[src/hw/rtl/amf_pkg.sv]
// shared types and operation codes for the a32 alu with nzcv flags
`default_nettype none

package amf_pkg;

  // operation codes, plain form then flag-setting form where one exists (MLS and UMAAL have none)
  localparam logic [4:0] KIND_AND    = 5'd0;
  localparam logic [4:0] KIND_ANDS   = 5'd1;
  localparam logic [4:0] KIND_EOR    = 5'd2;
  localparam logic [4:0] KIND_EORS   = 5'd3;
  localparam logic [4:0] KIND_RSB    = 5'd4;
  localparam logic [4:0] KIND_RSBS   = 5'd5;
  localparam logic [4:0] KIND_SUB    = 5'd6;
  localparam logic [4:0] KIND_SUBS   = 5'd7;
  localparam logic [4:0] KIND_ADD    = 5'd8;
  localparam logic [4:0] KIND_ADDS   = 5'd9;
  localparam logic [4:0] KIND_ADC    = 5'd10;
  localparam logic [4:0] KIND_ADCS   = 5'd11;
  localparam logic [4:0] KIND_SBC    = 5'd12;
  localparam logic [4:0] KIND_SBCS   = 5'd13;
  localparam logic [4:0] KIND_RSC    = 5'd14;
  localparam logic [4:0] KIND_RSCS   = 5'd15;
  localparam logic [4:0] KIND_MLA    = 5'd16;
  localparam logic [4:0] KIND_MLAS   = 5'd17;
  localparam logic [4:0] KIND_MLS    = 5'd18;
  localparam logic [4:0] KIND_UMAAL  = 5'd19;
  localparam logic [4:0] KIND_UMLAL  = 5'd20;
  localparam logic [4:0] KIND_UMLALS = 5'd21;
  localparam logic [4:0] KIND_SMLAL  = 5'd22;
  localparam logic [4:0] KIND_SMLALS = 5'd23;

  // input word
  typedef struct packed {
    logic [4:0]  kind;
    logic [31:0] first_operand;
    logic [31:0] second_operand;
    logic [31:0] second_operand_rrx;
    logic [31:0] third_operand;
    logic [31:0] fourth_operand;
    logic        shifter_carry;
  } in_word_t;

  // result word
  typedef struct packed {
    logic [31:0] result_low;
    logic [31:0] result_high;
    logic        flag_n;
    logic        flag_z;
    logic        flag_c;
    logic        flag_v;
  } out_word_t;

  // nzcv flag group
  typedef struct packed {
    logic n;
    logic z;
    logic c;
    logic v;
  } flags_t;

  // operands after the multiply stage
  typedef struct packed {
    logic [4:0]  kind;
    logic [31:0] a;
    logic [31:0] op2;
    logic [31:0] m3;
    logic        sc;
    logic [63:0] acc;
    logic [63:0] prod;
  } ex_t;

endpackage

`default_nettype wire

[src/hw/rtl/amf_in_if.sv]
// input channel carrying one operation word
`default_nettype none

interface amf_in_if;
  logic              valid;
  logic              ready;
  amf_pkg::in_word_t data;

  modport source (output valid, output data, input ready);
  modport sink (input valid, input data, output ready);
endinterface

`default_nettype wire

[src/hw/rtl/amf_out_if.sv]
// output channel carrying one result word
`default_nettype none

interface amf_out_if;
  logic               valid;
  logic               ready;
  amf_pkg::out_word_t data;

  modport source (output valid, output data, input ready);
  modport sink (input valid, input data, output ready);
endinterface

`default_nettype wire

[src/hw/rtl/amf_alu.sv]
// final add stage: data ops, multiply accumulate and nzcv update
`default_nettype none

module amf_alu (
  input  amf_pkg::ex_t    ex,
  input  amf_pkg::flags_t flags,
  output logic [31:0]     result_low,
  output logic [31:0]     result_high,
  output amf_pkg::flags_t flags_next
);

  logic [31:0] add_x;
  logic [31:0] add_y;
  logic        add_cin;
  logic [32:0] add_sum;
  logic [63:0] mac_sum;
  logic [31:0] mls_diff;
  logic        add_ovf;

  // operand selection for the 32-bit adder
  always_comb begin
    add_x   = ex.a;
    add_y   = ex.op2;
    add_cin = 1'b0;
    case (ex.kind)
      amf_pkg::KIND_RSB, amf_pkg::KIND_RSBS: begin
        add_x   = ~ex.a;
        add_cin = 1'b1;
      end
      amf_pkg::KIND_SUB, amf_pkg::KIND_SUBS: begin
        add_y   = ~ex.op2;
        add_cin = 1'b1;
      end
      amf_pkg::KIND_ADC, amf_pkg::KIND_ADCS: begin
        add_cin = flags.c;
      end
      amf_pkg::KIND_SBC, amf_pkg::KIND_SBCS: begin
        add_y   = ~ex.op2;
        add_cin = flags.c;
      end
      amf_pkg::KIND_RSC, amf_pkg::KIND_RSCS: begin
        add_x   = ~ex.a;
        add_cin = flags.c;
      end
      default: begin
        add_cin = 1'b0;
      end
    endcase
  end

  assign add_sum  = {1'b0, add_x} + {1'b0, add_y} + {32'd0, add_cin};
  assign add_ovf  = ((add_x[31] ^ add_sum[31]) & (add_y[31] ^ add_sum[31]));
  assign mac_sum  = ex.prod + ex.acc;
  assign mls_diff = ex.m3 - ex.prod[31:0];

  // result and flag selection
  always_comb begin
    result_low  = '0;
    result_high = '0;
    flags_next  = flags;
    case (ex.kind)
      amf_pkg::KIND_AND: result_low = ex.a & ex.op2;
      amf_pkg::KIND_EOR: result_low = ex.a ^ ex.op2;
      amf_pkg::KIND_ANDS, amf_pkg::KIND_EORS: begin
        result_low   = (ex.kind == amf_pkg::KIND_ANDS) ? (ex.a & ex.op2) : (ex.a ^ ex.op2);
        flags_next.n = result_low[31];
        flags_next.z = (result_low == 32'd0);
        flags_next.c = ex.sc;
      end
      amf_pkg::KIND_RSB, amf_pkg::KIND_SUB, amf_pkg::KIND_ADD,
      amf_pkg::KIND_ADC, amf_pkg::KIND_SBC, amf_pkg::KIND_RSC: begin
        result_low = add_sum[31:0];
      end
      amf_pkg::KIND_RSBS, amf_pkg::KIND_SUBS, amf_pkg::KIND_ADDS,
      amf_pkg::KIND_ADCS, amf_pkg::KIND_SBCS, amf_pkg::KIND_RSCS: begin
        result_low   = add_sum[31:0];
        flags_next.n = add_sum[31];
        flags_next.z = (add_sum[31:0] == 32'd0);
        flags_next.c = add_sum[32];
        flags_next.v = add_ovf;
      end
      amf_pkg::KIND_MLA: result_low = mac_sum[31:0];
      amf_pkg::KIND_MLAS: begin
        result_low   = mac_sum[31:0];
        flags_next.n = mac_sum[31];
        flags_next.z = (mac_sum[31:0] == 32'd0);
      end
      amf_pkg::KIND_MLS: result_low = mls_diff;
      amf_pkg::KIND_UMAAL, amf_pkg::KIND_UMLAL, amf_pkg::KIND_SMLAL: begin
        result_low  = mac_sum[31:0];
        result_high = mac_sum[63:32];
      end
      amf_pkg::KIND_UMLALS, amf_pkg::KIND_SMLALS: begin
        result_low   = mac_sum[31:0];
        result_high  = mac_sum[63:32];
        flags_next.n = mac_sum[63];
        flags_next.z = (mac_sum == 64'd0);
      end
      default: begin
        result_low = '0;
      end
    endcase
  end

endmodule

`default_nettype wire

[src/hw/rtl/arm_alu_multiply_flags_core.sv]
// top level: three-stage a32 alu with multiply and nzcv flag register
//
// Channel op (sink) takes one operation word: kind, operands and shifter carry.
// Channel res (source) gives one result word per operation: low and high result
// words and the nzcv flags after that operation. A word moves when valid and
// ready are both high at a rising clock edge.
// Stages: input register, multiply stage (one 33x33 signed multiplier shared by
// all multiply forms, product registered), then the add/flag stage feeding the
// output register. An accepted word passes the input, multiply-stage and output
// registers in that order; throughput is one word per cycle while res is not stalled.
// The flag register is read and written in the add/flag stage only, so carry
// dependent operations see the flags of the word just before them with no gap.
// Reset (rst, synchronous) empties all stages and clears nzcv to zero.
// When res is stalled the stages fill up; op.ready falls only once every stage
// holds a word, and nothing is dropped or repeated.
`default_nettype none

module arm_alu_multiply_flags_core (
  input  logic      clk,
  input  logic      rst,
  amf_in_if.sink    op,
  amf_out_if.source res
);

  amf_pkg::in_word_t s1;
  logic              s1_valid;
  amf_pkg::ex_t      s2;
  amf_pkg::ex_t      s2_next;
  logic              s2_valid;
  amf_pkg::flags_t   flags;
  amf_pkg::flags_t   flags_next;
  logic [31:0]       alu_low;
  logic [31:0]       alu_high;
  logic              adv_out;
  logic              adv_s2;
  logic              adv_s1;
  logic              short_mul;
  logic              signed_mul;
  logic signed [32:0] mul_x;
  logic signed [32:0] mul_y;
  logic signed [65:0] mul_p;
  logic [32:0]        umaal_add;

  // pipeline flow control
  assign adv_out  = !res.valid || res.ready;
  assign adv_s2   = !s2_valid || adv_out;
  assign adv_s1   = !s1_valid || adv_s2;
  assign op.ready = adv_s1;

  // input register
  always_ff @(posedge clk) begin
    if (rst) begin
      s1_valid <= 1'b0;
    end else if (adv_s1) begin
      s1_valid <= op.valid;
    end
    if (adv_s1 && op.valid) begin
      s1 <= op.data;
    end
  end

  // multiply stage: operand pick and accumulator forming
  assign short_mul  = (s1.kind == amf_pkg::KIND_MLA) || (s1.kind == amf_pkg::KIND_MLAS) ||
                      (s1.kind == amf_pkg::KIND_MLS);
  assign signed_mul = (s1.kind == amf_pkg::KIND_SMLAL) || (s1.kind == amf_pkg::KIND_SMLALS);
  assign umaal_add  = {1'b0, s1.first_operand} + {1'b0, s1.fourth_operand};

  always_comb begin
    if (short_mul) begin
      mul_x = $signed({1'b0, s1.first_operand});
      mul_y = $signed({1'b0, s1.second_operand});
    end else begin
      mul_x = $signed({signed_mul & s1.second_operand[31], s1.second_operand});
      mul_y = $signed({signed_mul & s1.third_operand[31], s1.third_operand});
    end
  end

  assign mul_p = mul_x * mul_y;

  always_comb begin
    s2_next.kind = s1.kind;
    s2_next.a    = s1.first_operand;
    s2_next.op2  = s1.second_operand | s1.second_operand_rrx;
    s2_next.m3   = s1.third_operand;
    s2_next.sc   = s1.shifter_carry;
    s2_next.prod = mul_p[63:0];
    if (short_mul) begin
      s2_next.acc = {32'd0, s1.third_operand};
    end else if (s1.kind == amf_pkg::KIND_UMAAL) begin
      s2_next.acc = {31'd0, umaal_add};
    end else begin
      s2_next.acc = {s1.first_operand, s1.fourth_operand};
    end
  end

  always_ff @(posedge clk) begin
    if (rst) begin
      s2_valid <= 1'b0;
    end else if (adv_s2) begin
      s2_valid <= s1_valid;
    end
    if (adv_s2 && s1_valid) begin
      s2 <= s2_next;
    end
  end

  // add and flag stage
  amf_alu u_alu (
    .ex          (s2),
    .flags       (flags),
    .result_low  (alu_low),
    .result_high (alu_high),
    .flags_next  (flags_next)
  );

  // flag register and output register
  always_ff @(posedge clk) begin
    if (rst) begin
      flags     <= '0;
      res.valid <= 1'b0;
    end else begin
      if (adv_out) begin
        res.valid <= s2_valid;
      end
      if (adv_out && s2_valid) begin
        flags <= flags_next;
      end
    end
    if (adv_out && s2_valid) begin
      res.data.result_low  <= alu_low;
      res.data.result_high <= alu_high;
      res.data.flag_n      <= flags_next.n;
      res.data.flag_z      <= flags_next.z;
      res.data.flag_c      <= flags_next.c;
      res.data.flag_v      <= flags_next.v;
    end
  end

  // input stalls only when every stage is full and the output is held
  a_stall_full: assert property (@(posedge clk) disable iff (rst)
    !op.ready |-> (s1_valid && s2_valid && res.valid && !res.ready))
    else $error("input stalled with a free stage");

  // flags change only when a word leaves the add stage
  a_flags_hold: assert property (@(posedge clk) disable iff (rst)
    !(adv_out && s2_valid) |=> $stable(flags))
    else $error("flags changed without a word");

  // shown flags match the flag register
  a_flags_shown: assert property (@(posedge clk) disable iff (rst)
    res.valid |-> (res.data.flag_n == flags.n && res.data.flag_z == flags.z &&
                   res.data.flag_c == flags.c && res.data.flag_v == flags.v))
    else $error("output flags differ from flag register");

  // 32-bit operations give a zero high word
  a_high_zero: assert property (@(posedge clk) disable iff (rst)
    (adv_out && s2_valid && s2.kind < amf_pkg::KIND_UMAAL) |=> (res.data.result_high == 32'd0))
    else $error("nonzero high word on a 32-bit operation");

endmodule

`default_nettype wire
[src/flat_wrapper.sv]
// flat-port wrapper written by rule: the top's interface ports become plain ports
module arm_alu_multiply_flags_core_flat 
  (clk, rst, op_valid, op_data, op_ready, res_valid, res_data, res_ready);
  amf_in_if op_i ();
  amf_out_if res_i ();
  input  logic clk;
  input  logic rst;
  input wire logic [$bits(op_i.valid)-1:0] op_valid;
  input wire logic [$bits(op_i.data)-1:0] op_data;
  output wire logic [$bits(op_i.ready)-1:0] op_ready;
  output wire logic [$bits(res_i.valid)-1:0] res_valid;
  output wire logic [$bits(res_i.data)-1:0] res_data;
  input wire logic [$bits(res_i.ready)-1:0] res_ready;
  assign op_i.valid = op_valid;
  assign op_i.data = op_data;
  assign op_ready = op_i.ready;
  assign res_valid = res_i.valid;
  assign res_data = res_i.data;
  assign res_i.ready = res_ready;
  arm_alu_multiply_flags_core u_core (.clk(clk), .rst(rst), .op(op_i), .res(res_i));
endmodule
[config.mk]
export PLATFORM = sky130hd
export DESIGN_NAME = arm_alu_multiply_flags_core_flat
export DESIGN_NICKNAME = d
export VERILOG_FILES = /design/src/hw/rtl/amf_pkg.sv /design/src/hw/rtl/amf_in_if.sv /design/src/hw/rtl/amf_out_if.sv /design/src/hw/rtl/amf_alu.sv /design/src/hw/rtl/arm_alu_multiply_flags_core.sv /design/src/flat_wrapper.sv
export SDC_FILE = /design/constraint.sdc
export NUM_CORES = 2
export LEC_CHECK = 0
export BUFFER_PORTS_ARGS = -buffer_cell sky130_fd_sc_hd__buf_4
export CAP_MARGIN = 20
export CORE_MARGIN = 2
export CORE_UTILIZATION = 40
export CTS_BUF_LIST = sky130_fd_sc_hd__clkbuf_16
export CTS_CLUSTER_DIAMETER = 200
export DETAILED_ROUTE_END_ITERATION = 7
export PLACE_DENSITY = 0.69
export SETUP_SLACK_MARGIN = 0.4
export SLEW_MARGIN = 20
export SYNTH_ARGS = -nofsm -noshare
export SYNTH_HDL_FRONTEND = slang
export SYNTH_HIERARCHICAL = 1
export SYNTH_SLANG_ARGS = --single-unit
[constraint.sdc]
create_clock -name clk -period 23.8 [get_ports clk]
set_input_delay 4.76 -clock clk [delete_from_list [all_inputs] [get_ports clk]]
set_output_delay 4.76 -clock clk [all_outputs]
set_load 0.02 [all_outputs]
==> results.rst <==
.. list-table::
   :header-rows: 1

   * - Metric
     - Value
   * - Drt drc
     - 0
   * - Proportion of layout cells with a drive suffix above 1
     - under 10%
   * - Fin nets
     - ~8500
   * - Detail-routed net length per standard cell
     - 27.1 um
   * - Synthesized area
     - around 65000 um^2
   * - Crit-path max cell delay
     - 1.09 ns
   * - Category of the critical setup timing path
     - register to register
   * - Vias
     - around 52000
   * - Number of standard cells in the final layout excluding fillers
     - between 9000 and 10000
   * - GR Overflow Total
     - 0
   * - Post-route clock skew
     - ~0.046 ns
   * - Synthesized netlist net count
     - 8370
   * - CTS HTree Levels
     - 2
   * - Total die area
     - about 170000 um^2
   * - Number of post-CTS setup repair buffers
     - 0
   * - Source of the worst hold timing path
     - u_core/s1[0]
   * - Initial Util
     - approximately 40%
   * - Highest-delay cell along the critical path
     - sky130_fd_sc_hd__mux2i_1
   * - Top-Level Pins
     - 240
   * - Initial antenna violation count
     - 19
   * - Setup crit end kind
     - register
   * - Number of cells in the design after placement
     - 8904
   * - Outcome
     - completed
   * - Max-cap viol count
     - 0
   * - Clock transition at the registers of the reported paths
     - approximately 0.07 ns
   * - Average instance area after synthesis
     - between 9 and 10 um^2
   * - Global-route wire length before repair
     - 353 mm
   * - Clock buffer count from CTS
     - 51
   * - PortBufs
     - 239
   * - Primary FF master, synth
     - sky130_fd_sc_hd__edfxtp_1
   * - Endpoint required time on the critical path
     - 24.17 ns
   * - Final number of hold-violating endpoints
     - 0
   * - Detail Placement HPWL
     - between 150 and 200 mm
   * - Filler Cells Inserted
     - 15261
   * - Register-to-Register Path Depth
     - 31
   * - Total length of routed wires
     - ~240 mm
   * - Global Route Usage Sum
     - just under 30%
   * - Relative slew slack
     - around 14%
   * - Critical path's top delay family
     - adder cells
   * - Clk_lat worst skew
     - 0.65 ns
   * - Number of cell rows
     - 147
   * - Post-synthesis instance total
     - about 6700
   * - Endpoint of the lowest-slack register-to-register path
     - u_core/s2[46]
   * - Maximum fanout along the worst path
     - 56
   * - Floorplan die height
     - 407 um
   * - Setup Total Neg Slack
     - 0 ns
   * - Die width
     - between 400 and 500 um
   * - Detailed-route vias per instance
     - 5.73
   * - Clock root cell
     - sky130_fd_sc_hd__clkbuf_16
   * - Count of endpoints failing setup in the final report
     - 0
   * - Synth-to-Final Area Change
     - 9.76%
   * - #FFs+latches synth
     - 471
   * - Kind of launch point of the worst setup path
     - register
   * - Number of global-route vias before repair
     - 52418
   * - RSZ-0062 raised after global routing
     - no
   * - Fraction of the yosys area taken by sequential cells
     - 21.7%
   * - Hold/Removal Path Class
     - register to register
   * - Reg-to-Reg Start
     - u_core/s1[164]
   * - Number of flops mapped to enable cells by yosys
     - 464
   * - Post-cts gate resize count
     - 0
   * - Worst Max-Slew Pin Slew
     - between 1 and 1.5 ns
   * - Distinct cell type count of the synthesized netlist
     - 84
   * - Number of synthesis warnings
     - 6
   * - Hold path depth
     - 0
   * - Length of the first detailed-routing pass in iterations
     - 6
   * - Max Clk Rate
     - 86.5 MHz
   * - Most frequent cell on the critical path
     - sky130_fd_sc_hd__fa_1
   * - Period Utilization, post-route
     - about half
   * - Worst hold path endpoint
     - u_core/s2[128]
   * - Placeable core region
     - 161000 um^2
   * - Worst reg-to-reg setup slack
     - 12.25 ns
   * - Clock buffer depth
     - 3
   * - Proportion of synthesized flip-flops having asynchronous set or reset
     - 0%
   * - DRT antenna net count
     - 0
   * - Total number of clock tree sinks
     - 471
   * - Pin count of the biggest net entering global routing
     - 167
   * - Time the final worst path needs with I/O delays and setup
     - 11.55 ns
   * - Number of hold buffers added after CTS
     - 0
   * - Number of DRC violations after detailed-routing iteration 0
     - 6341
   * - Clock tree from TritonCTS
     - built
   * - Data arrival at the endpoint of the critical path
     - between 10 and 15 ns
   * - Sum of buffers and inverters on the critical path
     - 8
   * - Total count of max-transition violations in the final report
     - 0
   * - Weighted congestion at the end of routability-driven global placement
     - 1.01
==> through the flow <==
| step | setup WS (ns) | cell area, um^2 | util [%] | hold WS (ns) |
|---|---|---|---|---|
| after floorplan | 1.22 | 65000 | - | 0.400 |
| after global routing | 11.93 | 71300 | 44.3 | 0.464 |
| final | 12.25 | 71300 | 44.3 | 0.448 |
| after detailed placement | 12.48 | 69600 | 43.2 | 0.448 |
| after global placement | 12.67 | 69600 | 43.2 | 0.472 |
| after CTS | 12.51 | 71200 | 44.3 | 0.462 |
==> layout by cell type (no fill, tap or decap), types with 28 or more instances in the layout <==
cell type / netlist / routed
sky130_fd_sc_hd__a211oi_1: 43 / 43
sky130_fd_sc_hd__a21o_1: 94 / 94
sky130_fd_sc_hd__a21oi_1: 292 / 292
sky130_fd_sc_hd__and2_1: 46 / 46
sky130_fd_sc_hd__and3_1: 28 / 28
sky130_fd_sc_hd__buf_4: 0 / 329
sky130_fd_sc_hd__clkbuf_16: 0 / 51
sky130_fd_sc_hd__edfxtp_1: 464 / 464
sky130_fd_sc_hd__fa_1: 1130 / 1130
sky130_fd_sc_hd__ha_1: 401 / 401
sky130_fd_sc_hd__inv_1: 1214 / 1219
sky130_fd_sc_hd__mux2_2: 64 / 64
sky130_fd_sc_hd__mux2i_1: 81 / 34
sky130_fd_sc_hd__mux2i_2: 0 / 30
sky130_fd_sc_hd__nand2_1: 714 / 711
sky130_fd_sc_hd__nand2b_1: 36 / 35
sky130_fd_sc_hd__nand3_1: 45 / 45
sky130_fd_sc_hd__nand4_1: 50 / 50
sky130_fd_sc_hd__nor2_1: 756 / 756
sky130_fd_sc_hd__nor2b_1: 39 / 39
sky130_fd_sc_hd__nor3_1: 54 / 53
sky130_fd_sc_hd__nor4_1: 39 / 39
sky130_fd_sc_hd__o21a_1: 30 / 30
sky130_fd_sc_hd__o21ai_0: 167 / 167
sky130_fd_sc_hd__o21bai_1: 38 / 38
sky130_fd_sc_hd__or2_2: 40 / 40
sky130_fd_sc_hd__xnor2_1: 185 / 185
sky130_fd_sc_hd__xor2_1: 78 / 78
==> cells in the mapped netlist, types with 10 or more instances <==
cell type                  number  area [um^2]
sky130_fd_sc_hd__nor2b_1       39          244
sky130_fd_sc_hd__o21ai_0      167          836
sky130_fd_sc_hd__edfxtp_1     464        13900
sky130_fd_sc_hd__and3_1        28          175
sky130_fd_sc_hd__nand2_1      714         2680
sky130_fd_sc_hd__clkbuf_1     219          822
sky130_fd_sc_hd__inv_1       1214         4560
sky130_fd_sc_hd__o31ai_1       11         82.6
sky130_fd_sc_hd__a211o_1       13          114
sky130_fd_sc_hd__xnor2_1      185         1620
sky130_fd_sc_hd__fa_1        1130        22600
sky130_fd_sc_hd__a222oi_1      14          140
sky130_fd_sc_hd__buf_1         34          128
sky130_fd_sc_hd__nor4bb_1      10          100
sky130_fd_sc_hd__or2_2         40          250
sky130_fd_sc_hd__nor3_1        54          270
sky130_fd_sc_hd__nor2_1       756         2840
sky130_fd_sc_hd__o211ai_1      22          165
sky130_fd_sc_hd__a21o_1        94          706
sky130_fd_sc_hd__or3_1         19          119
sky130_fd_sc_hd__o21bai_1      38          285
sky130_fd_sc_hd__a21oi_1      292         1460
sky130_fd_sc_hd__a31oi_1       27          169
sky130_fd_sc_hd__o21a_1        30          225
sky130_fd_sc_hd__mux2_2        64          721
sky130_fd_sc_hd__nor3b_1       14          105
sky130_fd_sc_hd__nand2b_1      36          225
sky130_fd_sc_hd__and2_1        46          288
sky130_fd_sc_hd__mux2i_1       81          811
sky130_fd_sc_hd__a211oi_1      43          323
sky130_fd_sc_hd__xor2_1        78          683
sky130_fd_sc_hd__nand4_1       50          313
sky130_fd_sc_hd__nand3_1       45          225
sky130_fd_sc_hd__nor4_1        39          244
sky130_fd_sc_hd__ha_1         401         5020
==> sequential cells by signal, summed over array words and instances (netlist names) <==
name,count
u_core/flags,4
u_core/s2_valid,1
u_core/res.valid,1
u_core/s1_valid,1
u_core/res.data,68
u_core/s1,166
u_core/s2,230
==> per-layer routing <==
metal  routed length (um)  part of all wire [%]  vias up  track usage (%)
met1                94100                    39    25974             39.7
met4                16300                   6.7        0             15.6
li1                     -                     -    21592                -
met3                33800                    14      709             9.30
met5                    0                     0        -                0
met2               100000                    41     3412             42.3
==> how the worst max path moves through the flow <==
stage | startpoint | to | depth (start not counted)
after floorplan | res_ready | u_core/s2[0] | 2
after CTS | u_core/s1[164] | u_core/s2[56] | 31
final | u_core/s1[164] | u_core/s2[46] | 31
after global routing | u_core/s1[164] | u_core/s2[56] | 31
after global placement | u_core/s1[164] | u_core/s2[56] | 31
after detailed placement | u_core/s1[164] | u_core/s2[56] | 31
==> final cells by class <==
type	instances	area [um^2]	area share [%]
clock buffers	51	1280	1.79
well taps	2160	2700	3.79
inverters	1214	4560	6.39
diodes	16	40.0	0.0561
clock inverters	43	374	0.525
multi-input cells	4728	45800	64.2
flip-flops and latches	471	14100	19.7
repair buffers	332	2540	3.56
==> logic make-up (layout without fill, tap and decap cells) <==
kind of cell | after synthesis | after routing | synth area share [%]
AO/OA/AOI/OAI | 860 | 860 | 8.43
other | 0 | 16 | 0
XOR/XNOR | 263 | 263 | 3.55
flip-flops | 471 | 471 | 21.7
buffers and inverters | 1470 | 1640 | 8.50
adder cells (fa/ha/maj) | 1531 | 1531 | 42.5
multiplexers | 145 | 145 | 2.36
AND/OR/NAND/NOR | 1929 | 1929 | 13.0
Power is left out: the tool's default activity adds up to more than one toggle a clock period on the data nets, which glitch-free logic cannot reach.
